==> config.mk <==
export PLATFORM = sky130hd
export DESIGN_NAME = wepc_cell
export DESIGN_NICKNAME = d
export VERILOG_FILES = /design/src/hw/rtl/water_enthalpy_phase_convert_top_assert.svh /design/src/hw/rtl/wepc_pkg.sv /design/src/hw/rtl/wepc_cell.sv
export SDC_FILE = /design/constraint.sdc
export NUM_CORES = 1
export LEC_CHECK = 0
export BUFFER_PORTS_ARGS = -buffer_cell sky130_fd_sc_hd__buf_4
export CORE_AREA = 8 8 195 197
export CTS_CLUSTER_SIZE = 10
export DETAILED_ROUTE_END_ITERATION = 7
export DIE_AREA = 0 0 203 205
export HOLD_SLACK_MARGIN = 0.02
export PLACE_DENSITY = 0.59
export SKIP_CTS_REPAIR_TIMING = 1
export SYNTH_ARGS = -nofsm -noshare
export SYNTH_HDL_FRONTEND = slang
export SYNTH_SLANG_ARGS = --single-unit
==> constraint.sdc <==
create_clock -name clock -period 15.6 [get_ports clock]
set_input_delay 2.34 -clock clock [delete_from_list [all_inputs] [get_ports clock]]
set_output_delay 2.34 -clock clock [all_outputs]
set_load 0.02 [all_outputs]
==> src/hw/rtl/water_enthalpy_phase_convert_top_assert.svh <==
// Assertion macros for the water enthalpy and phase converter.
// Included by modules that check their own logic; the macros expect clock and reset.
`ifndef WATER_ENTHALPY_PHASE_CONVERT_TOP_ASSERT_SVH
`define WATER_ENTHALPY_PHASE_CONVERT_TOP_ASSERT_SVH
`ifndef SYNTHESIS
// Same-cycle implication.
`define WEPC_ASSERT_IMP(lbl, ante, cons) \
   lbl: assert property (@(posedge clock) disable iff (reset) (ante) |-> (cons)) \
      else $error("wepc implication check failed");
// Next-cycle implication.
`define WEPC_ASSERT_NEXT(lbl, ante, cons) \
   lbl: assert property (@(posedge clock) disable iff (reset) (ante) |=> (cons)) \
      else $error("wepc next-cycle check failed");
`else
`define WEPC_ASSERT_IMP(lbl, ante, cons)
`define WEPC_ASSERT_NEXT(lbl, ante, cons)
`endif
`endif

==> src/hw/rtl/wepc_pkg.sv <==
// Shared types, widths and constants of the water enthalpy and phase converter.
// No dependencies; every other RTL module of the block imports this package.
`timescale 1ns / 1ps
package wepc_pkg;
   localparam int FRACTION_BITS = 16;
   localparam int FRAC_W = FRACTION_BITS + 1;
   localparam logic [FRAC_W-1:0] FRAC_ONE = {1'b1, {FRACTION_BITS{1'b0}}};

   localparam int TEMP_W = 20;
   localparam int ENTH_W = 25;
   localparam int CP_W = 16;
   localparam int LH_W = 24;
   localparam int CSR_IDX_W = 3;
   localparam int CSR_DATA_W = 24;

   // Internal enthalpies are in centi-J/kg.
   localparam int EC_W = 32;
   localparam int BP_W = 33;
   localparam int H_W = 37;
   localparam int DIFF_W = 32;
   localparam int DVS_W = 31;
   localparam int DIV_W = 32;
   localparam int NA_W = 38;
   localparam int NUM_W = FRACTION_BITS + 33;
   localparam int QA_W = 32;

   localparam logic [TEMP_W-1:0] T_FUSE_LO = TEMP_W'(27265);
   localparam logic [TEMP_W-1:0] T_FUSE_HI = TEMP_W'(27365);
   localparam logic [TEMP_W-1:0] T_BOIL = TEMP_W'(37315);
   localparam logic [TEMP_W-1:0] LIQ_SPAN = TEMP_W'(9950);
   localparam logic [TEMP_W-1:0] TEMP_MAX = TEMP_W'(1000000);
   localparam logic [ENTH_W-1:0] ENTH_MAX = '1;
   localparam logic [7:0] CENTI = 8'd100;

   typedef enum logic {
      OP_T2H = 1'b0,
      OP_H2S = 1'b1
   } op_type;

   typedef enum logic [2:0] {
      PH_ICE = 3'd0,
      PH_MUSHY = 3'd1,
      PH_LIQUID = 3'd2,
      PH_BOILING = 3'd3,
      PH_VAPOR = 3'd4
   } phase_type;

   typedef enum logic [CSR_IDX_W-1:0] {
      REG_ICE_CP = 3'd0,
      REG_LIQ_CP = 3'd1,
      REG_VAP_CP = 3'd2,
      REG_FUSION_LH = 3'd3,
      REG_VAPOR_LH = 3'd4
   } csr_reg_type;

   typedef struct packed {
      logic req_type;
      logic [TEMP_W-1:0] temperature_in;
      logic [ENTH_W-1:0] enthalpy_in;
   } req_item_type;

   typedef struct packed {
      logic [ENTH_W-1:0] enthalpy_out;
      logic [TEMP_W-1:0] temperature_out;
      logic [2:0] phase_out;
      logic [FRAC_W-1:0] solid_part;
      logic [FRAC_W-1:0] liquid_part;
      logic [FRAC_W-1:0] vapor_part;
      logic clipped;
   } rsp_item_type;

   typedef struct packed {
      logic [CP_W-1:0] ice_cp;
      logic [CP_W-1:0] liq_cp;
      logic [CP_W-1:0] vap_cp;
      logic [LH_W-1:0] fusion_lh;
      logic [LH_W-1:0] vapor_lh;
   } cfg_type;

   // One lane of the divider: partial remainder, numerator bits that
   // shift out while quotient bits shift in, and the divisor.
   typedef struct packed {
      logic [DIV_W-1:0] rem;
      logic [NUM_W-1:0] nq;
      logic [DIV_W-1:0] div;
   } lane_type;

   typedef struct packed {
      logic valid;
      op_type op;
      phase_type phase;
      logic [ENTH_W-1:0] echo;
      lane_type a;
      lane_type b;
   } cell_type;
endpackage

==> src/hw/rtl/wepc_cell.sv <==
// One cell of the divider chain: a restoring-division step on each of two lanes.
// Depends on wepc_pkg; instantiated in a row by the top level.
`timescale 1ns / 1ps
module wepc_cell (
   input  logic               clock,
   input  logic               reset,
   input  logic               en,
   input  wepc_pkg::cell_type prev_cell,
   output wepc_pkg::cell_type next_cell
);
   import wepc_pkg::*;

   cell_type stage_ff, stage_in;

   // The remainder stays below the divisor, so one compare and subtract
   // settles each quotient bit.
   function automatic lane_type div_step(lane_type l);
      logic [DIV_W:0] rs;
      logic ge;
      lane_type r;
      rs = {l.rem, l.nq[NUM_W-1]};
      ge = (rs >= {1'b0, l.div});
      r.div = l.div;
      r.rem = ge ? DIV_W'(rs - {1'b0, l.div}) : rs[DIV_W-1:0];
      r.nq = {l.nq[NUM_W-2:0], ge};
      return r;
   endfunction

   always_comb begin
      stage_in = prev_cell;
      stage_in.a = div_step(prev_cell.a);
      stage_in.b = div_step(prev_cell.b);
   end

   always_ff @(posedge clock) begin
      if (reset) begin
         stage_ff.valid <= 1'b0;
      end else if (en) begin
         stage_ff <= stage_in;
      end
   end

   assign next_cell = stage_ff;
endmodule

After elaboration in Yosys (flattened, before gate mapping)
Index checks and enable logic that the tools add are counted.

word-level totals
  register bits after elaboration = 256
  bits of input ports = 259
  logic and storage cells = 18
  output and inout bits = 256

operators by class
  $lt $le $gt $ge = 2
  add/sub/neg operators = 2
  reduce and logical (&&, ||, !) cells = 1
  bitwise operators = 1
  muxes and demuxes = 2

operators with widths
  cell              number
  $ge 33x32->1      2
  $mux 32           2
  $sub 32x32->32    2
  $reduce_and 2->1  1
  $not 1->1         1

Logic depth before layout (Yosys ltp)
Gate-level depths: netlist of the first run.

  depth in word-level cells = 2
  mapped depth = 14
  gate-level depth less buffers = 12

Worst setup path after synthesis of the first run
Ideal clock, no wire load.

  path kind = input -> register
  start point = input reset
  end point = register stage_ff, in the netlist next_cell[0], enable pin
  setup time = 910 ps
  buffers on the path = 0
  path slack = 1075 ps
  stages on the path = 1
  arrival = 13615 ps
  required time = 14690 ps
  cells stage by stage = nor2b_1

between the ends
  word-level cells in the longest chain between the ends = 2

ends and longest elaborated chain
  what                               line             text
  start, declared                    wepc_cell.sv:6   input logic reset,
  $not 1->1 (no source line)         --
  $reduce_and 2->1 (no source line)  --
  end signal, assigned               wepc_cell.sv:39  stage_ff <= stage_in;
  end, declared                      wepc_cell.sv:13  cell_type stage_ff, stage_in;

No other way between the ends.
A chain may end at the register's enable or synchronous reset.

==> results of run 1 <==
synthesized netlist by cell type (3+ instances only):
| cell | count |
|---|---|
| ha_1 | 64 |
| o21a_1 | 13 |
| mux2i_1 | 3 |
| and2_1 | 8 |
| nand2b_1 | 3 |
| a31oi_1 | 9 |
| o21bai_1 | 6 |
| nand3_1 | 16 |
| o21ai_1 | 4 |
| buf_2 | 7 |
| or3_1 | 4 |
| a21o_1 | 29 |
| mux2_2 | 6 |
| clkbuf_1 | 13 |
| buf_4 | 3 |
| edfxtp_1 | 255 |
| a211o_1 | 3 |
| nor4_1 | 5 |
| inv_1 | 81 |
| mux2_4 | 26 |
| nor2_1 | 44 |
| nor3_1 | 12 |
| xnor2_1 | 31 |
| nor2b_1 | 11 |
| nand4_1 | 13 |
| o211ai_1 | 5 |
| and3_1 | 6 |
| a21oi_1 | 68 |
| xor2_1 | 19 |
| o31a_1 | 3 |
| nand2_1 | 76 |
| a211oi_1 | 4 |
| o21ai_0 | 53 |
power groups by stage:
| stage | logic (mW) | clock network [mW] | registers [mW] |
|---|---|---|---|
| 6_report | 0.460 | 0.626 | 0.843 |
| 3_5_place_dp | 0.462 | 0 | 0.857 |
| 3_3_place_gp | 0.459 | 0 | 0.856 |
| 2_1_floorplan | 0.197 | 0 | 0.936 |
| 5_1_grt | 0.495 | 0.669 | 0.848 |
| 4_1_cts | 0.464 | 0.648 | 0.844 |
worst paths after layout:
kind | start | end | slack [ns] | depth (start not counted)
worst max-delay path | prev_cell[10] | next_cell[95] | 10.24 | 13
worst min-delay path | next_cell[255] | next_cell[255] | 0.50 | 2
worst max register to register | next_cell[255] | next_cell[255] | 15.02 | 2
worst min register to register | next_cell[255] | next_cell[255] | 0.50 | 2
metrics by stage:
stage / total power, mW / area [sq um] / setup WS [ns] / utilization, %
floorplan: 1.133 / 12410 / 1.075 / -
global placement: 1.315 / 16720 / 9.744 / 47.81
detailed placement: 1.319 / 16720 / 9.679 / 47.81
CTS: 1.955 / 17570 / 10.28 / 50.24
global route: 2.012 / 17580 / 9.991 / 50.27
finish: 1.929 / 17580 / 10.24 / 50.27
area by class of cell:
cell class	instances	area share, %
diodes	5	0.07118
clock buffers	37	4.541
clock inverters	7	0.2847
inverters	81	1.730
multi-input cells	586	24.21
flip-flops and latches	256	43.68
well taps	461	3.281
repair buffers	520	22.21
logic make-up (layout without fill, tap and decap cells):
logic type	Yosys count	count (layout)	share of synthesized area, %
flops	256	256	61.89
compound gates	226	226	11.91
simple gates	209	209	8.089
buf+inv	109	645	3.873
fa+ha+maj	66	66	6.778
xor+xnor	50	50	3.530
mux	35	35	3.933
other cells	0	5	0
per-layer routing:
layer / vias up / share of wire [%] / global-route usage [%]
li1: 4581 / - / -
met1: 4684 / 38 / 22.10
met2: 363 / 52 / 36.49
met3: 55 / 7.7 / 5.835
met4: 2 / 2.0 / 5.853
met5: - / 0.020 / 0
critical path, delay by kind of cell:
family / cells / cell delay [ns]
AO/OA/AOI/OAI: 4 / 0.76
multiplexers: 1 / 0.30
AND/OR/NAND/NOR: 3 / 1.09
adder cells (fa/ha/maj): 1 / 0.42
buffers and inverters: 4 / 0.76
==> flow_summary.json, run 1 <==
{
  "status": "finished clean",
  "ys_seq_area_share_pct": 61.89,
  "place.gp.congestion": 0.8762,
  "path_class": "in -> reg",
  "synth-seq-cells": 256,
  "fin_worst_skew_ns": 0,
  "syn_inst": 951,
  "io_buffers": 514,
  "internal_power_mw": 1.388,
  "p_switching_mw": 0.5410,
  "synth.largest_area_cell": "edfxtp_1",
  "syn-num-nets": 1276,
  "power_frac_seq_pct": 43.7,
  "irDropWorstVdd_uv": 80.29,
  "fmax_mhz": 186.5,
  "p_leak_nw": 7.633,
  "crit_slowest_cell": "nand2_1",
  "post_drt_via_cell_ratio": 4.959,
  "cts_tree": "yes",
  "cap_violations": 0,
  "dpl.hpwl_um": 36070,
  "first_pass_iters": 5,
  "tns_ns": 0,
  "final_common_cell": "buf_4",
  "cts-root-buf": "clkbuf_16",
  "num_vias": 9685,
  "grt_setup_unrepaired": "no",
  "worstPathCellList": "buf_4 -> inv_1 -> ha_1 -> a21o_1 -> a21o_1 -> a31oi_1 -> o31ai_2 -> nor4b_2 -> or3_1 -> nand2_1 -> buf_4 -> inv_1 -> mux2_2",
  "largest_reg_flops": 256,
  "grt_max_degree": 73,
  "swShare_pct": 28.04,
  "drv_slew": 0,
  "crit_path_end_kind": "flip-flop",
  "dieArea_sq_um": 41620,
  "critPathMaxStageDelay_ns": 0.52,
  "synth_top_area_share_pct": 61.72,
  "ys_async_sr_fraction_pct": 0,
  "clock_sinks": 256,
  "pwr-share-clk_pct": 32.5,
  "powerDensity_nw_per_um2": 109.8,
  "multi_input_area_sq_um": 4255,
  "fp-row-count": 69,
  "worst-endpoint-required_ns": 15.92,
  "pwr-share-comb_pct": 23.8,
  "layoutNonFillerInstCount": 1953,
  "initial_utilization_pct": 35.48,
  "ant_nets": 0,
  "layout_common_cells": "520 x buf_4, 255 x edfxtp_1, 81 x inv_1, 76 x nand2_1, 68 x a21oi_1",
  "nFillCells": 3164,
  "coreArea_sq_um": 34960,
  "hold_class": "reg -> reg",
  "setup_viol": 0,
  "period_needed_ns": 5.362,
  "synth_area_leaders": "edfxtp_1 62%, ha_1 6.5%, mux2_4 3.1%",
  "synth.cell_area_sq_um": 12410,
  "cp.arrival_ns": 5.68,
  "clock_latency_ns": 0.56,
  "post-route-period-util_pct": 34.37,
  "yosysWarningCount": 0,
  "grt_pass1_wl_um": 63430,
  "antenna_found_initial": 5,
  "critPathLaunchType": "input pin",
  "grt_usage_pct": 19.92,
  "whs_ns": 0.5022,
  "clkTransAtPathRegs_ns": 0.05,
  "num_io_pins": 515,
  "postSynth.topFlopCell": "edfxtp_1",
  "hold_viol": 0,
  "first_iter_violations": 566,
  "wirelength_um": 44000,
  "htree_levels": 1,
  "grt.overflow.total": 0,
  "clockBufferDepth": 3,
  "syn_area_per_cell_sq_um": 13.04,
  "ff_latch_area_sq_um": 7677,
  "drive_above_1_share_pct": 40.69,
  "synth_edf_count": 255,
  "path_max_fanout": 36,
  "die_h_um": 205,
  "synthDistinctLibCells": 69,
  "die_w_um": 203,
  "drc": 0,
  "post_drt_wl_per_cell_um": 22.53,
  "synthToLayoutAreaGrowth_pct": 41.69,
  "grt_pass1_vias": 9973,
  "max_slew.worst_pin.slew_ns": 0.9664,
  "cts_buffers": 31,
  "dp.cells": 1904,
  "final_nets": 1801,
  "relSlewSlack_pct": 35.58
}
Power figures use the tool's default switching activity.
==> run 2, diff against run 1 <==
Clock period 15.6 ns to 5 ns, I/O delays scaled along.
==> run 2 against run 1 <==
Final cell count increased by 0.10%. Clock power increased to 3.1 times the previous value. Largest cell class unchanged. Utilization increased by 0.064 points. Worst hold slack got worse by 0.14 ns. Setup slack got worse by 8.7 ns. Wire length decreased by 2.9%. Count of clock-buffer cells in the layout increased by 8. Critical endpoint is now next_cell[212]. Register-to-register slack got worse by 11 ns. Highest routed layer unchanged.
==> flow_summary.json, run 2 (synthesis gave the netlist of run 1 again) <==
{
  "hold_class": "in -> reg",
  "initial_utilization_pct": 35.48,
  "grt.overflow.total": 0,
  "coreArea_sq_um": 34960,
  "num_vias": 9498,
  "fp-row-count": 69,
  "critPathLaunchType": "input pin",
  "irDropWorstVdd_uv": 285.0,
  "p_leak_nw": 7.632,
  "startpoint": "prev_cell[114]",
  "post_drt_via_cell_ratio": 4.858,
  "power_frac_seq_pct": 43.9,
  "clock_sinks": 256,
  "nFillCells": 3159,
  "synthToLayoutAreaGrowth_pct": 41.88,
  "largest_reg_flops": 256,
  "post_drt_wl_per_cell_um": 21.86,
  "wirelength_um": 42740,
  "die_h_um": 205,
  "num_io_pins": 515,
  "fin_worst_skew_ns": 0,
  "worstPathCellList": "buf_4 -> inv_1 -> ha_1 -> nor2b_1 -> o31a_1 -> o31ai_4 -> a21oi_4 -> a211oi_4 -> o41ai_2 -> a21oi_1 -> or2_2 -> buf_12 -> mux2_4",
  "critPathMaxStageDelay_ns": 0.49,
  "dieArea_sq_um": 41620,
  "reg2reg_depth": 2,
  "critical_path_cell_count": 13,
  "first_iter_violations": 453,
  "place.gp.congestion": 0.8674,
  "layout_common_cells": "516 x buf_4, 255 x edfxtp_1, 81 x inv_1, 76 x nand2_1, 68 x a21oi_1",
  "cts_buffers": 30,
  "setup_ws_ns": 1.496,
  "path_buf_inv": 3,
  "first_pass_iters": 4,
  "p_total_mw": 5.988,
  "clock_latency_ns": 0.56,
  "max_slew.worst_pin.slew_ns": 0.9054,
  "relSlewSlack_pct": 39.64,
  "place_ws_ns": 0.9596,
  "grt_pass1_wl_um": 61990,
  "path_class": "in -> reg",
  "clockBufferDepth": 3,
  "fmax_mhz": 285.4,
  "cap_violations": 0,
  "grt_usage_pct": 19.35,
  "worst-endpoint-required_ns": 5.30,
  "p_switching_mw": 1.655,
  "drive_above_1_share_pct": 40.31,
  "grt_max_degree": 154,
  "crit_slowest_cell": "or2_2",
  "cp_top_family": "compound AO/OA/AOI/OAI gates",
  "setup_viol": 0,
  "io_buffers": 514,
  "crit_path_end_kind": "flip-flop",
  "pwr-share-clk_pct": 32.3,
  "htree_levels": 1,
  "period_needed_ns": 3.504,
  "critPathCapture": "next_cell[212]",
  "layoutNonFillerInstCount": 1955,
  "cts_tree": "yes",
  "reg2reg_slack_ns": 4.42,
  "pwr-share-comb_pct": 23.8,
  "cp.arrival_ns": 3.80,
  "die_w_um": 203,
  "ant_nets": 0,
  "cts-root-buf": "clkbuf_16",
  "tns_ns": 0,
  "dp.cells": 1903,
  "clkTransAtPathRegs_ns": 0.06,
  "swShare_pct": 27.65,
  "drc": 0,
  "status": "finished clean",
  "internal_power_mw": 4.332,
  "post-route-period-util_pct": 70.08,
  "grt_setup_unrepaired": "no",
  "multi_input_area_sq_um": 4255,
  "grt_pass1_vias": 9738,
  "final_common_cell": "buf_4",
  "final_nets": 1799,
  "r2r-end": "next_cell[255]",
  "dpl.hpwl_um": 34780,
  "r2r-start": "next_cell[255]",
  "drv_slew": 0,
  "antenna_found_initial": 4,
  "path_max_fanout": 18,
  "hold_viol": 0,
  "ff_latch_area_sq_um": 7677,
  "powerDensity_nw_per_um2": 340.2
}
[run 2: power groups by stage]
| stage | logic (mW) | clock network (mW) | registers, mW |
|---|---|---|---|
| floorplan | 0.617 | 0 | 2.89 |
| global placement | 1.43 | 0 | 2.67 |
| detailed placement | 1.44 | 0 | 2.67 |
| CTS | 1.44 | 2.01 | 2.63 |
| global route | 1.54 | 2.08 | 2.64 |
| finish | 1.42 | 1.93 | 2.63 |
[run 2: worst min path at each step]
stage                              start             end  slack (ns)  cells past startpoint
after global routing      prev_cell[176]  next_cell[177]        0.33                      1
after floorplan           next_cell[255]  next_cell[255]        0.58                      2
after detailed placement  next_cell[255]  next_cell[255]        0.50                      2
after CTS                 prev_cell[175]  next_cell[176]        0.32                      1
final                     prev_cell[158]  next_cell[159]        0.36                      1
after global placement    next_cell[255]  next_cell[255]        0.48                      2
[run 2: cell type report]
cell class,instances,share of cell area [%]
Tap cell,461,3.277
Timing Repair Buffer,519,22.35
Inverter,81,1.727
Clock buffer,45,4.642
Sequential cell,256,43.62
Multi-Input combinational cell,586,24.18
Antenna cell,3,0.04265
Clock inverter,4,0.1635
[run 2: layer usage]
layer / track usage (%) / part of all wire [%] / vias up
li1: - / - / 4573
met1: 21.17 / 37 / 4525
met2: 36.12 / 53 / 352
met3: 5.693 / 7.9 / 46
met4: 4.921 / 1.9 / 2
met5: 0 / 0.037 / -
[run 2: per-stage QoR]
step / hold WS [ns] / utilization (%) / instance area, sq um
after floorplan: 0.5788 / - / 12410
after global placement: 0.4794 / 47.90 / 16750
after detailed placement: 0.4991 / 47.90 / 16750
after CTS: 0.3240 / 50.32 / 17590
after global routing: 0.3266 / 50.34 / 17600
final: 0.3575 / 50.34 / 17600
