## src/hw/rtl/water_enthalpy_phase_convert_top_assert.svh

```systemverilog
// Assertion macros for the water enthalpy and phase converter.
// Included by modules that check their own logic; the macros expect clock and reset.
`ifndef WATER_ENTHALPY_PHASE_CONVERT_TOP_ASSERT_SVH
`define WATER_ENTHALPY_PHASE_CONVERT_TOP_ASSERT_SVH
`ifndef SYNTHESIS
// Same-cycle implication.
`define WEPC_ASSERT_IMP(lbl, ante, cons) \
   lbl: assert property (@(posedge clock) disable iff (reset) (ante) |-> (cons)) \
      else $error("wepc implication check failed");
// Next-cycle implication.
`define WEPC_ASSERT_NEXT(lbl, ante, cons) \
   lbl: assert property (@(posedge clock) disable iff (reset) (ante) |=> (cons)) \
      else $error("wepc next-cycle check failed");
`else
`define WEPC_ASSERT_IMP(lbl, ante, cons)
`define WEPC_ASSERT_NEXT(lbl, ante, cons)
`endif
`endif

```

## src/hw/rtl/wepc_pkg.sv

```systemverilog
// Shared types, widths and constants of the water enthalpy and phase converter.
// No dependencies; every other RTL module of the block imports this package.
`timescale 1ns / 1ps
package wepc_pkg;
   localparam int FRACTION_BITS = 16;
   localparam int FRAC_W = FRACTION_BITS + 1;
   localparam logic [FRAC_W-1:0] FRAC_ONE = {1'b1, {FRACTION_BITS{1'b0}}};

   localparam int TEMP_W = 20;
   localparam int ENTH_W = 25;
   localparam int CP_W = 16;
   localparam int LH_W = 24;
   localparam int CSR_IDX_W = 3;
   localparam int CSR_DATA_W = 24;

   // Internal enthalpies are in centi-J/kg.
   localparam int EC_W = 32;
   localparam int BP_W = 33;
   localparam int H_W = 37;
   localparam int DIFF_W = 32;
   localparam int DVS_W = 31;
   localparam int DIV_W = 32;
   localparam int NA_W = 38;
   localparam int NUM_W = FRACTION_BITS + 33;
   localparam int QA_W = 32;

   localparam logic [TEMP_W-1:0] T_FUSE_LO = TEMP_W'(27265);
   localparam logic [TEMP_W-1:0] T_FUSE_HI = TEMP_W'(27365);
   localparam logic [TEMP_W-1:0] T_BOIL = TEMP_W'(37315);
   localparam logic [TEMP_W-1:0] LIQ_SPAN = TEMP_W'(9950);
   localparam logic [TEMP_W-1:0] TEMP_MAX = TEMP_W'(1000000);
   localparam logic [ENTH_W-1:0] ENTH_MAX = '1;
   localparam logic [7:0] CENTI = 8'd100;

   typedef enum logic {
      OP_T2H = 1'b0,
      OP_H2S = 1'b1
   } op_type;

   typedef enum logic [2:0] {
      PH_ICE = 3'd0,
      PH_MUSHY = 3'd1,
      PH_LIQUID = 3'd2,
      PH_BOILING = 3'd3,
      PH_VAPOR = 3'd4
   } phase_type;

   typedef enum logic [CSR_IDX_W-1:0] {
      REG_ICE_CP = 3'd0,
      REG_LIQ_CP = 3'd1,
      REG_VAP_CP = 3'd2,
      REG_FUSION_LH = 3'd3,
      REG_VAPOR_LH = 3'd4
   } csr_reg_type;

   typedef struct packed {
      logic req_type;
      logic [TEMP_W-1:0] temperature_in;
      logic [ENTH_W-1:0] enthalpy_in;
   } req_item_type;

   typedef struct packed {
      logic [ENTH_W-1:0] enthalpy_out;
      logic [TEMP_W-1:0] temperature_out;
      logic [2:0] phase_out;
      logic [FRAC_W-1:0] solid_part;
      logic [FRAC_W-1:0] liquid_part;
      logic [FRAC_W-1:0] vapor_part;
      logic clipped;
   } rsp_item_type;

   typedef struct packed {
      logic [CP_W-1:0] ice_cp;
      logic [CP_W-1:0] liq_cp;
      logic [CP_W-1:0] vap_cp;
      logic [LH_W-1:0] fusion_lh;
      logic [LH_W-1:0] vapor_lh;
   } cfg_type;

   // One lane of the divider: partial remainder, numerator bits that
   // shift out while quotient bits shift in, and the divisor.
   typedef struct packed {
      logic [DIV_W-1:0] rem;
      logic [NUM_W-1:0] nq;
      logic [DIV_W-1:0] div;
   } lane_type;

   typedef struct packed {
      logic valid;
      op_type op;
      phase_type phase;
      logic [ENTH_W-1:0] echo;
      lane_type a;
      lane_type b;
   } cell_type;
endpackage

```

## src/hw/rtl/wepc_finish.sv

```systemverilog
// Result assembly and output register of the converter.
// Depends on wepc_pkg; takes the last cell of the divider chain.
`timescale 1ns / 1ps
module wepc_finish (
   input  logic                   clock,
   input  logic                   reset,
   input  wepc_pkg::cell_type     tail,
   input  logic                   rsp_stall,
   output logic                   rsp_valid,
   output wepc_pkg::rsp_item_type rsp_item
);
   import wepc_pkg::*;

   logic rsp_valid_ff;
   rsp_item_type rsp_item_ff, rsp_item_in;
   logic [QA_W-1:0] qa;
   logic [FRAC_W-1:0] qb;
   logic [TEMP_W-1:0] toff;
   logic [QA_W-1:0] tadd;
   logic [QA_W:0] tv;

   assign qa = tail.a.nq[QA_W-1:0];
   assign qb = tail.b.nq[FRAC_W-1:0];

   always_comb begin
      rsp_item_in = '0;
      toff = '0;
      tadd = qa;
      tv = '0;
      if (tail.op == OP_T2H) begin
         rsp_item_in.temperature_out = tail.echo[TEMP_W-1:0];
         if (tail.a.nq > NUM_W'(ENTH_MAX)) begin
            rsp_item_in.enthalpy_out = ENTH_MAX;
            rsp_item_in.clipped = 1'b1;
         end else begin
            rsp_item_in.enthalpy_out = qa[ENTH_W-1:0];
         end
      end else begin
         rsp_item_in.enthalpy_out = tail.echo;
         rsp_item_in.phase_out = tail.phase;
         case (tail.phase)
            PH_ICE: rsp_item_in.solid_part = FRAC_ONE;
            PH_MUSHY: begin
               toff = T_FUSE_LO;
               rsp_item_in.liquid_part = qb;
               rsp_item_in.solid_part = FRAC_ONE - qb;
            end
            PH_LIQUID: begin
               toff = T_FUSE_HI;
               rsp_item_in.liquid_part = FRAC_ONE;
            end
            PH_BOILING: begin
               toff = T_BOIL;
               tadd = '0;
               rsp_item_in.vapor_part = qb;
               rsp_item_in.liquid_part = FRAC_ONE - qb;
            end
            PH_VAPOR: begin
               toff = T_BOIL;
               rsp_item_in.vapor_part = FRAC_ONE;
            end
            default: tadd = '0;
         endcase
         tv = {1'b0, tadd} + (QA_W+1)'(toff);
         if (tv > (QA_W+1)'(TEMP_MAX)) begin
            rsp_item_in.temperature_out = TEMP_MAX;
            rsp_item_in.clipped = 1'b1;
         end else begin
            rsp_item_in.temperature_out = tv[TEMP_W-1:0];
         end
      end
   end

   always_ff @(posedge clock) begin
      if (reset) begin
         rsp_valid_ff <= 1'b0;
      end else if (!rsp_valid_ff || !rsp_stall) begin
         rsp_valid_ff <= tail.valid;
      end
   end

   always_ff @(posedge clock) begin
      if (!rsp_valid_ff || !rsp_stall) begin
         rsp_item_ff <= rsp_item_in;
      end
   end

   assign rsp_valid = rsp_valid_ff;
   assign rsp_item = rsp_item_ff;
endmodule

```

## config.mk

```make
export PLATFORM = sky130hd
export DESIGN_NAME = wepc_finish
export DESIGN_NICKNAME = d
export VERILOG_FILES = /design/src/hw/rtl/water_enthalpy_phase_convert_top_assert.svh /design/src/hw/rtl/wepc_pkg.sv /design/src/hw/rtl/wepc_finish.sv
export SDC_FILE = /design/constraint.sdc
export NUM_CORES = 1
export LEC_CHECK = 0
export BUFFER_PORTS_ARGS = -buffer_cell sky130_fd_sc_hd__buf_2
export CAP_MARGIN = 20
export CORE_AREA = 4 4 138 140
export DETAILED_ROUTE_END_ITERATION = 7
export DIE_AREA = 0 0 142 144
export PLACE_DENSITY_LB_ADDON = 0.2
export SLEW_MARGIN = 20
export SYNTH_ARGS = -nofsm -noshare
export SYNTH_HDL_FRONTEND = slang
export SYNTH_SLANG_ARGS = --single-unit
```

## constraint.sdc

```tcl
create_clock -name clock -period 7.1 [get_ports clock]
set_input_delay 1.065 -clock clock [delete_from_list [all_inputs] [get_ports clock]]
set_output_delay 1.065 -clock clock [all_outputs]
set_load 0.1 [all_outputs]
```

== After elaboration in Yosys (flattened, before gate mapping) ==
Cells that the tools add are included.

* Bits of input ports: 259
* Register bits after elaboration: 101
* Output and inout bits: 101

* Mux-type cells: 13
* Reductions and logical operators: 6
* Eq/ne operators: 4
* Add/sub/neg operators: 2
* $lt $le $gt $ge: 2

{| class="wikitable"
|+ Operators with widths
! kind !! count
|-
| $pmux W17 S2 || 2
|-
| $mux W32 || 2
|-
| $pmux W17 S3 || 1
|-
| $gt A49 B25 Y1 const B || 1
|-
| $pmux W16 S3 || 1
|-
| $mux W45 || 1
|-
| $mux W20 || 2
|-
| $add A32 B20 Y33 || 1
|-
| $gt A33 B20 Y1 const B || 1
|-
| $mux W25 || 1
|-
| $sub A17 B17 Y17 const A || 1
|-
| $eq A3 B2 Y1 const B || 2
|-
| $reduce_or A4 Y1 || 1
|-
| $eq A3 B1 Y1 const B || 1
|-
| $eq A3 B3 Y1 const B || 1
|-
| $logic_not A3 Y1 || 1
|-
| $mux W1 || 3
|-
| $logic_not A1 Y1 || 2
|-
| $reduce_or A2 Y1 || 1
|-
| $logic_or A1 B1 Y1 || 1
|}

== Depth between registers and ports, before layout ==
Gate-level depths: netlist (run 1).

* Depth after elaboration: 8
* Mapped depth: 17

== Least setup slack after synthesis (run 1) ==
Ideal clock, no wire load.

* Path kind: input to register
* From: input tail[252] (netlist name)
* To: register rsp_item_ff (netlist bit rsp_item[0]) (data pin)
* Data arrival time: 4447 ps
* Required time: 6847 ps
* Library setup time: 253 ps
* Path slack: 2400 ps
* Cell stages on the path: 17
* Path buffers: 4
* Cells stage by stage: buf_6 > buf_2 > buf_1 > clkbuf_1 > nand2_1 > nand2_1 > ha_1 > nand2_1 > or3_1 > o41ai_2 > a311o_1 > o211a_1 > a2111o_1 > nor4_4 > nand2_4 > a21o_4 > and2_4

{| class="wikitable"
|+ RTL lines
! what !! RTL line !! text
|-
| start, declared || wepc_finish.sv:7 || <nowiki>input wepc_pkg::cell_type tail,</nowiki>
|-
| end signal, assigned || wepc_finish.sv:84 || <nowiki>rsp_item_ff <= rsp_item_in;</nowiki>
|-
| end, declared || wepc_finish.sv:15 || <nowiki>rsp_item_type rsp_item_ff, rsp_item_in;</nowiki>
|}

==> results summary, run 1 <==
The data required time at the worst endpoint came out at 7170 ps. The clock period could shrink to 5290 ps. The sequential share of power came out at 41.1%. The share of total power in the clock network is between 20% and 30%. The later-pin clock latency in the skew report is 340 ps.

The initial antenna violation count came out at 1. The post-synth net total is 940. The setup slack at placement came out at roughly 1500 ps. For this run, the post-layout net count is 1114. The stage delay of the slowest cell on the critical path came out at 540 ps.

The remaining global-route overflow came out at 0. The final number of max-transition violations is 0. Of the post-synthesis cell area, the part taken by muxes is 1.11%. The XOR/XNOR share of the synthesized area came out at between 6 and 7%. The number of global-route vias before repair came to approximately 5700.

The data arrival time at the worst-slack endpoint is 5360 ps. For this design the total switching power over the nets is 0.668 mW. The height of the die is 144 µm.

In this run, CTS created clock tree buffers numbering 9. Clock-pin slew was measured on the worst setup and hold paths at ~70 ps. The number of placement rows came out at between 40 and 50. The global-route wire length before repair came out at around 31 mm. The number of warnings issued by yosys is 0.

The max-cap violation count came out at 0. TritonCTS built the clock tree. The number of buffers inserted by hold repair at cts came out at 0. The largest fanout on the critical path came out at 39. The starting density of the core is 37.3%. Counting every sink on the clock net gives 101. The floorplan step defined a die boundary enclosing between 20000 and 25000 µm².

The run finished with clean final reports. The cell area after technology mapping is 6660 µm². The root buffer cell is sky130_fd_sc_hd__clkbuf_16. Counting flops and latches in the post-synthesis netlist gives 101. STA classifies the critical path startpoint as an input pin. The buffer count from post-CTS setup fixing is 0.

The post-synthesis area per instance came out at ~9.9 µm². 360 I/O pins were placed. The area fraction in compound gates after synthesis came out at between 10% and 20%. In the post-route analysis, the smallest setup slack over all paths is 1810 ps.

The worst setup path is of the in2reg kind. Using the TritonRoute via totals, the vias-per-cell ratio works out to between 5 and 6. In this run the tool buffered the top-level ports with 199 buffer cells. The worst clock skew came out at ~6.2 ps.

The total number of H-tree levels is 3. Traced cell by cell, the critical path runs through buf_2, nor2b_1, nand2_1, nand2_1, ha_1, or4bb_1, o31ai_1, a31oi_1, a21oi_2, o21ai_1, a2111o_1, nor4_4, nand2_4, a21oi_4, a22oi_1. Across the whole layout, storage elements account for roughly 3000 µm².

Of the total power, combinational logic draws about 32%. The ratio of final minimum period to clock period is 74.5%. The layout cell share with drive strength beyond 1 is 29.3%.

The simple-gate portion of the synthesized area is 22.1%. The number of DRC violations after detailed routing came out at 0. The count of endpoints failing hold in the final timing report came out at 0. The area inside the core boundary is ~18000 µm². In this run the tightest slew margin relative to its limit is approximately half. Dividing the detail-routed wire length by the instance count gives between 15 and 20 µm. The count of nets left with antenna violations after detail routing is 0.

STA classifies the critical path endpoint as a register. The number of DRC markers in iteration 0 is about 440. For this run, the leading register cell type out of synthesis is sky130_fd_sc_hd__edfxtp_1.

The filler cells instantiated in the layout total around 1800. The number of enable flip-flop cells after synthesis is 100. Before antenna repair, the detailed router went through 5 iterations. The post-synthesis share of cell area spent on full adders, half adders and majority gates is 1.97%. The switching power share of the total came out at approximately two fifths. After detailed routing, the total wire length is 20.5 mm. For the pin with the worst max-slew slack, the measured transition is 776 ps. Counting both buffers and inverters, the worst setup path holds a total of 1. Derived from the worst setup path, the maximum achievable clock frequency is 189 MHz. The number of cells produced by synthesis is 672. Global routing used 19.3% of the available tracks.

In the final layout, the multi-input gates occupy 3320 µm². Among the stages of the critical path, the cell type that occurs most often is sky130_fd_sc_hd__nand2_1. The path class of the lowest-slack min-delay path is reg2reg. Across all layers, the routed design uses 5851 vias. For the final routed database, the setup TNS stands at 0 ps.

The worst supply voltage drop on vdd is 0.112 mV. The power per unit of standard cell area is 213 nW/µm². The largest individual stage delay along the critical path comes from the cell sky130_fd_sc_hd__buf_2. Routability-driven placement finished with a final weighted congestion of 0.858. Synthesis instantiated 92 different standard cells from the library. By area, the combinational part of the netlist is dominated by simple AND/OR/NAND/NOR gates.

For this design the static power due to leakage is 3.39 nW. Summed over all nets, the half-perimeter wirelength after detailed placement is 15.4 mm. The clock passes through at most 2 buffers. Entering global routing, the biggest net connects 62 pins. The number of setup violations in the final report is 0. The internal portion of the total power is about 1.0 mW. Setup repair after global routing left no endpoint under its margin. Broken down by cell family, the worst path's largest delay share belongs to simple AND/OR/NAND/NOR gates.

The area growth from synthesis to layout is 20.7%. The post-synthesis async set-or-reset flop share is 0%. For this run, the register share of the synthesized area comes to 45.4%. The x dimension of the die is approximately 140 µm. The post-CTS resize count is 0.
==> metal layers <==
metal | vias to the layer above | part of all wire [%] | track usage [%]
met1 | 2789 | 44 | 26.1
met2 | 183 | 49 | 32.4
met3 | 18 | 5.8 | 2.55
met5 | - | 0 | 0
li1 | 2861 | - | -
met4 | 0 | 1.4 | 6.06
==> state kept, by name, summed over array words and instances (netlist names) <==
| register | flops |
|---|---|
| rsp_item | 100 |
| rsp_valid | 1 |
==> Yosys cell counts (7+ instances only) <==
cell                       count  area [µm²]
sky130_fd_sc_hd__or3_1        12        75.1
sky130_fd_sc_hd__a22o_1        7        61.3
sky130_fd_sc_hd__buf_6         7        78.8
sky130_fd_sc_hd__xor2_1       21         184
sky130_fd_sc_hd__and3_1       20         125
sky130_fd_sc_hd__xnor2_1      26         228
sky130_fd_sc_hd__inv_1        29         109
sky130_fd_sc_hd__nand4_1      10        62.6
sky130_fd_sc_hd__nand2b_1      9        56.3
sky130_fd_sc_hd__nor3_1       15        75.1
sky130_fd_sc_hd__o22ai_1       8        50.1
sky130_fd_sc_hd__clkbuf_1     24        90.1
sky130_fd_sc_hd__o22a_1       13         114
sky130_fd_sc_hd__nor4_1       13        81.3
sky130_fd_sc_hd__o21ai_0      12        60.1
sky130_fd_sc_hd__nor2b_1      12        75.1
sky130_fd_sc_hd__a21oi_1      42         210
sky130_fd_sc_hd__ha_1          8         100
sky130_fd_sc_hd__nand3_1      19        95.1
sky130_fd_sc_hd__nor2_1       76         285
sky130_fd_sc_hd__edfxtp_1    100        3000
sky130_fd_sc_hd__nand2_1      51         191
==> worst reg2reg max path: cells and delay by family (launching register included) <==
family        cells  cell delay, ps
flops             1             340
simple gates      1             410
buf+inv           1             740
==> per-stage QoR <==
step                      cell area, µm²  utilization (%)  cells  power, mW  hold WS [ps]
final                               8030             45.0   1081       1.71           572
after global routing                8030             45.0   1081       1.78           601
after CTS                           8030             45.0   1080       1.72           579
after detailed placement            7770             43.6   1064       1.27           563
after global placement              7770             43.6   1064       1.27           543
after floorplan                     6660                -    672       1.15           970
==> path summary, 6_finish.rpt <==
| check | from | cells past startpoint | slack, ps | to |
|---|---|---|---|---|
| hold reg to reg | rsp_valid | 2 | 570 | rsp_valid |
| setup / recovery | tail[251] | 15 | 1810 | rsp_item[69] |
| setup reg to reg | rsp_valid | 2 | 5210 | rsp_item[49] |
| hold / removal | rsp_valid | 2 | 570 | rsp_valid |
==> area by class of cell <==
| cell class | instances | area share (%) |
|---|---|---|
| well taps | 229 | 3.57 |
| flip-flops and latches | 101 | 37.6 |
| diodes | 1 | 0.0311 |
| multi-input cells | 501 | 41.3 |
| clock buffers | 11 | 2.90 |
| inverters | 29 | 1.35 |
| repair buffers | 204 | 12.9 |
| clock inverters | 5 | 0.343 |
==> cells in the final DEF, fill, tap and decap left out, drive strengths merged, types with 9 or more instances in the layout <==
master and count:
inv 29, edfxtp 100, o22ai 9, or3 12, xnor2 26, and3 21
nand4 10, nor2 76, nor4 14, buf 204, nor3 16, clkbuf 11
o21ai 14, nand3 19, nor2b 12, a21oi 45, o22a 13, xor2 22
nand2 52, nand2b 10
==> kinds of logic after synthesis <==
group	count (synthesis)
and+or+nand+nor	278
AOI/OAI and AO/OA	158
DFF	101
buffers and inverters	70
xor gates and xnor gates	48
adders and majority gates	10
muxes	7
==> power groups by stage <==
| stage | Clock, mW | Combinational (mW) | Sequential (mW) |
|---|---|---|---|
| after global placement | 0 | 0.553 | 0.717 |
| after detailed placement | 0 | 0.555 | 0.717 |
| after global routing | 0.488 | 0.584 | 0.707 |
| after CTS | 0.461 | 0.556 | 0.704 |
| final | 0.453 | 0.555 | 0.703 |
| after floorplan | 0 | 0.167 | 0.987 |
Power figures use the tool's default switching activity.
==> run 2: changes to the inputs <==
==> constraint.sdc (replaced) <==
create_clock -name clock -period 5.41 [get_ports clock]
set_input_delay 0.8115 -clock clock [delete_from_list [all_inputs] [get_ports clock]]
set_output_delay 0.8115 -clock clock [all_outputs]
set_load 0.1 [all_outputs]
==> results summary, run 2 (synthesized netlist as in run 1, its figures left out) <==
The run finished with clean final reports. The largest net degree at the start of global routing came out at 59 (-4.8%). Based on the critical path, the design can be clocked at up to 221 MHz.

The number of buffers inserted by port buffering was 199 (unchanged). The x dimension of the die came out at 142 µm (unchanged). The tightest slew margin relative to the limit was 47.7% (-0.56 points). The worst clock skew was 8.25 ps (+2.04 ps). The die area came out at 20400 µm² (unchanged). The count of endpoints failing hold in the final timing report is 0 (unchanged). The final core utilization is 45.8% (+0.79 points). The remaining global-route overflow came out at 0 (unchanged). The total number of vias came out at 5935 (+1.4%). The category of the worst setup path capture point is a register. The number of search-and-repair iterations in the first detailed-routing pass is 5 (unchanged). The number of fillers in the final layout came out at 1784 (-0.50%). The detailed placement HPWL came to 15.5 mm (+0.66%). The routed wirelength normalized by instance count came out at 18.4 µm (-2.6%). The library cell contributing the largest single delay on the critical path is sky130_fd_sc_hd__a211oi_1. The total routing resource utilization after global routing came out at 18.8% (-0.47 points). The starting density of the core came out at 37.3% (unchanged). The I/O pin count was 360 (unchanged). The height of the die came to 144 µm (unchanged). The number of DRC markers in iteration 0 came out at 334 (-25%).

The setup TNS after final layout is 0 ps (unchanged). The number of DRC violations after detailed routing was 0 (unchanged). The total CTS buffers is 9 (unchanged). The number of setup violations in the final report is 0 (unchanged). The most common library cell in the layout ignoring fill and taps is sky130_fd_sc_hd__buf_2. The initial antenna violation count came to 0 (-1). The average vias per placed instance was 5.44 (+0.51%). The worst hold path belongs to the class reg2reg. The area inside the core boundary came out at 17800 µm² (unchanged).

The number of buffers on the longest clock path came out at 2 (unchanged). The root buffer cell is sky130_fd_sc_hd__clkbuf_16. The layout cell share with drive strength beyond 1 came to 30.6% (+1.4 points).

The post-CTS resize count is 0 (unchanged). The critical setup path kind is in2reg. The clock sink count was 101 (unchanged). The number of buffers inserted by hold repair at cts is 0 (unchanged).

The number of flip-flops under the largest register name came to 100 (unchanged). The stage delay of the slowest cell on the critical path is 460 ps (-80 ps). The power per unit of standard cell area came to 289 nW/µm² (+35%).

The buffer count from post-CTS setup fixing is 0 (unchanged). The count of nets left with antenna violations after detail routing came out at 0 (unchanged). The ratio of final minimum period to clock period is a little over four fifths.

The clock transition at the registers of the reported paths came out at 70 ps (about the same). The data required time at the worst endpoint is 5470 ps (-1700 ps). The minimum period implied by the final worst setup slack is 4520 ps. The TritonCTS clock tree is done. The leakage power came out at 3.48 nW (+2.7%).

The total length of routed wires is 20.1 mm (-1.7%). The global-route wire length before repair came out at 30.5 mm (-2.5%). The data arrival time at the worst-slack endpoint came out at 4580 ps (-780 ps). Compared with the post-synthesis result, the final layout area differs by 22.8%.

The number of placement rows came out at 49 (unchanged). The post-route standard cell area excluding fillers came to 8180 µm² (+1.8%). The later-pin clock latency in the skew report is 340 ps (about the same).

The max-cap violation count was 0 (unchanged). The largest fanout on the critical path is 23 (-41%). Setup repair after global routing left no endpoint under its margin.

The worst setup path is launched from an input pin. The total number of H-tree levels is 3 (unchanged). The area of the multi-input gates came out at 3320 µm² (unchanged). The cell area after placement is 7850 µm² (+1.1%).

The critical path goes through buf_2, maj3_2, buf_4, nor2b_1, ha_1, o311ai_0, a211oi_1, nor2_1, o211ai_1, o2111ai_1, nor4_4, nand2_4, a21oi_4, a22oi_1. The worst supply voltage drop on vdd came out at 0.150 mV (+33%). The top cell types in the final layout, fill and taps aside, are sky130_fd_sc_hd__buf_2, sky130_fd_sc_hd__edfxtp_1, sky130_fd_sc_hd__nor2_1, sky130_fd_sc_hd__nand2_1, sky130_fd_sc_hd__a21oi_1. The transition time at the pin with the least slew margin was 784 ps (+8.40 ps). The routability congestion estimate is 0.873 (+1.8%). The number of nets in the finished design came out at 1125 (+0.99%).

The number of antenna diodes came out at 0 (-1). The number of global-route vias before repair came out at 5500 (-3.5%). The final number of max-transition violations came to 0 (unchanged). The footprint of the flip-flops and latches came out at 3020 µm² (unchanged).
## run 2: through the flow
| stage | worst slack, ps | hold WS, ps | total power [mW] | instances |
|---|---|---|---|---|
| after floorplan | 964 | 884 | 1.52 | 672 |
| after global placement | 576 | 542 | 1.67 | 1075 |
| after detailed placement | 591 | 550 | 1.68 | 1075 |
| after CTS | 941 | 561 | 2.37 | 1091 |
| after global routing | 603 | 593 | 2.45 | 1091 |
| final | 893 | 555 | 2.36 | 1091 |
## run 2: layer usage
| layer | global-route usage, % | vias to the layer above | wire length [µm] |
|---|---|---|---|
| met5 | 0 | - | 0 |
| met4 | 4.14 | 0 | 295 |
| met3 | 2.71 | 19 | 1080 |
| met2 | 32.2 | 201 | 9950 |
| met1 | 25.6 | 2833 | 8790 |
| li1 | - | 2882 | - |
## run 2: worst max-delay path: cells and delay by family
family	cells	cell delay, ps
AO/OA/AOI/OAI	6	1490
adder cells (fa/ha/maj)	2	870
buffers and inverters	2	610
AND/OR/NAND/NOR	4	780
## run 2: worst paths after layout
check                                from      endpoint  slack, ps  cells after the start
worst max-delay path            tail[251]  rsp_item[69]        890                     14
worst min-delay path            rsp_valid     rsp_valid        550                      2
worst max register to register  rsp_valid  rsp_item[87]       3470                      2
worst min register to register  rsp_valid     rsp_valid        550                      2
## run 2: power breakdown
| part | switching [mW] | leakage [nW] | internal (mW) |
|---|---|---|---|
| Clock | 0.293 | 0.161 | 0.409 |
| Combinational | 0.577 | 2.24 | 0.157 |
| Sequential | 0.0125 | 1.08 | 0.911 |
| Total | 0.882 | 3.48 | 1.48 |
## run 2: area by class of cell
class	count	share of cell area, %
Timing Repair Buffer	215	13.7
Clock inverter	7	1.18
Multi-Input combinational cell	501	40.6
Tap cell	229	3.50
Clock buffer	9	2.75
Inverter	29	1.33
Sequential cell	101	37.0
==> run 3: changes to the inputs <==
==> constraint.sdc (replaced) <==
create_clock -name clock -period 4.3 [get_ports clock]
set_input_delay 0.645 -clock clock [delete_from_list [all_inputs] [get_ports clock]]
set_output_delay 0.645 -clock clock [all_outputs]
set_load 0.1 [all_outputs]
==> results summary, run 3 (synthesized netlist as in run 1, its figures left out) <==
The number of setup violations in the final report is 0 (unchanged). The data arrival time at the worst-slack endpoint is 4070 ps (-510 ps). The top cell types in the final layout, fill and taps aside, are sky130_fd_sc_hd__buf_2, sky130_fd_sc_hd__edfxtp_1, sky130_fd_sc_hd__nor2_1, sky130_fd_sc_hd__buf_4, sky130_fd_sc_hd__nand2_1. The average vias per placed instance came out at 5.26 (-3.2%). The part of the power in combinational logic came out at 33.2% (+2.1 points). The post-route standard cell area excluding fillers came out at 8570 µm² (+4.9%). Setup repair after global routing left no endpoint under its margin. The buffer count from post-CTS setup fixing came out at 0 (unchanged).

The leakage power was 3.73 nW (+7.2%). The number of placement rows came out at 49 (unchanged). The largest net degree at the start of global routing is 54 (-8.5%). The total number of vias came to 6038 (+1.7%). The I/O pin count came out at 360 (unchanged). The clock transition at the registers of the reported paths is 60 ps (about the same).

The routability congestion estimate came to 0.904 (+3.5%). The setup TNS after final layout is 0 ps (unchanged). The worst setup path is captured at a register.

The worst clock skew is 8.39 ps (+0.133 ps). The number of buffers on the longest clock path came out at 2 (unchanged). The number of DRC markers in iteration 0 was 308 (-7.8%). The critical setup path kind is in2reg.

The minimum period implied by the final worst setup slack came out at about 4000 ps. The layout cell share with drive strength beyond 1 is 34.6% (+4.0 points). The final number of max-transition violations came out at 0 (unchanged). The area growth from synthesis to layout came out at 28.7%. The placed cell count is 1130 (+5.1%). The worst supply voltage drop on vdd is 0.192 mV (+28%). The switching power share of the total is 37.4% (about the same). The count of endpoints failing hold in the final timing report came out at 0 (unchanged).

The number of search-and-repair iterations in the first detailed-routing pass is 5 (unchanged). The starting density of the core came to 37.3% (unchanged). The height of the die is 144 µm (unchanged). The design internal power came out at 1.83 mW (+24%). The later-pin clock latency in the skew report is 340 ps (about the same). The run finished with clean final reports. The routed wirelength normalized by instance count is 17.6 µm (-4.4%).

Leaving out fill and tap cells, the most frequent cell in the layout is sky130_fd_sc_hd__buf_2. The worst setup path is launched from an input pin. The area inside the core boundary came out at 17800 µm² (unchanged). The transition time at the pin with the least slew margin came out at 735 ps (-48.9 ps).

The worst path uses 93.1% of the clock period. The total length of routed wires is 20.2 mm (+0.53%). The number of buffers inserted by port buffering came out at 199 (unchanged).

Static timing analysis puts the maximum clock frequency at 250 MHz. The detailed placement HPWL is 15.9 mm (+2.7%). The initial antenna violation count is 2 (+2).

The remaining global-route overflow is 0 (unchanged). The share of total power in the clock network came out at 27.2% (-2.6 points). The net switching power figure came to 1.10 mW (+24%). The number of nets in the finished design came out at 1180 (+4.9%). The number of flip-flops under the largest register name came out at 100 (unchanged). The tightest slew margin relative to the limit is 50.9% (+3.1 points). The sequential share of power came out at 39.6% (+0.4 points). The total routing resource utilization after global routing came out at 19.0% (+0.11 points). The die area is 20400 µm² (unchanged).

The total number of H-tree levels is 3 (unchanged). The data required time at the worst endpoint came out at 4360 ps (-1110 ps). The largest fanout on the critical path is 7 (-70%). The post-CTS resize count was 0 (unchanged). The count of nets left with antenna violations after detail routing came out at 0 (unchanged).

The number of fillers in the final layout came to 1744 (-2.2%). CTS placed an instance of sky130_fd_sc_hd__clkbuf_16 at the clock tree root. The global-route wire length before repair came to 30.6 mm (+0.31%). The cell area after placement came to 8280 µm² (+5.4%).

In this run the worst hold path is classified as in2reg. The footprint of the flip-flops and latches came to 3020 µm² (unchanged). The max-cap violation count is 0 (unchanged). The x dimension of the die is 142 µm (unchanged). The power per unit of standard cell area is 342 nW/µm² (+18%). The number of DRC violations after detailed routing was 0 (unchanged). The TritonCTS clock tree is done. The clock sink count came to 101 (unchanged). The number of global-route vias before repair came out at 5659 (+2.9%). The non-filler instance count after layout came out at 1147 (+5.1%). The area of the multi-input gates came to 3320 µm² (unchanged).

The total CTS buffers is 9 (unchanged). The number of buffers inserted by hold repair at cts is 0 (unchanged).
[run 3: cell types whose count changed in the layout (fill, tap and decap cells not counted), sizes merged]
cell | previous run | this run
diode | 0 | 2
bufinv | 2 | 1
clkinvlp | 0 | 1
clkinv | 2 | 3
buf | 215 | 270
inv | 32 | 30
[run 3: worst max-delay path, cell delays in order]
cell and delay [ps]:
sky130_fd_sc_hd__buf_2 120, sky130_fd_sc_hd__buf_12 120, sky130_fd_sc_hd__maj3_2 370, sky130_fd_sc_hd__nor2b_1 160
sky130_fd_sc_hd__ha_1 310, sky130_fd_sc_hd__nand3b_1 140, sky130_fd_sc_hd__nor4_1 60, sky130_fd_sc_hd__o31ai_1 500
sky130_fd_sc_hd__a21oi_2 160, sky130_fd_sc_hd__buf_4 160, sky130_fd_sc_hd__o2111a_1 220, sky130_fd_sc_hd__o211a_1 230
sky130_fd_sc_hd__nor4_4 350, sky130_fd_sc_hd__nand2_4 130, sky130_fd_sc_hd__a21oi_4 270, sky130_fd_sc_hd__a22oi_1 110
[run 3: path summary, 6_finish.rpt]
kind / start / endpoint / slack [ps] / depth (start not counted)
worst max-delay path: tail[253] / rsp_item[69] / 300 / 16
worst min-delay path: reset / rsp_valid / 460 / 2
worst max register to register: rsp_valid / rsp_item[81] / 2680 / 2
worst min register to register: rsp_valid / rsp_valid / 560 / 2
[run 3: area by class of cell]
class | count | area share, %
Sequential cell | 101 | 35.3
Inverter | 29 | 1.27
Antenna cell | 2 | 0.0584
Multi-Input combinational cell | 501 | 38.7
Clock buffer | 9 | 2.63
Tap cell | 229 | 3.34
Clock inverter | 6 | 0.744
Timing Repair Buffer | 270 | 18.0
[run 3: power by group through the flow]
stage | sequential (mW) | combinational (mW) | clock [mW]
floorplan | 1.63 | 0.276 | 0
global placement | 1.18 | 0.971 | 0
detailed placement | 1.18 | 0.973 | 0
CTS | 1.16 | 0.975 | 0.812
global route | 1.17 | 1.03 | 0.855
finish | 1.16 | 0.973 | 0.796
[run 3: layer usage]
metal  wire [µm]  part of all wire, %  track usage, %
met3        1210                  6.0            2.51
met5           0                    0               0
met1        8630                   43            25.4
met4         274                  1.4            5.35
met2       10100                   50            32.2
[run 3: through the flow]
step                      power [mW]  hold slack [ps]  setup WS (ps)  utilization, %
after floorplan                 1.91              717           20.2               -
after global placement          2.15              541          -46.3            46.4
after detailed placement        2.16              556          -52.7            46.4
after CTS                       2.95              444            295            48.0
after global routing            3.05              439           83.4            48.1
final                           2.93              460            297            48.1
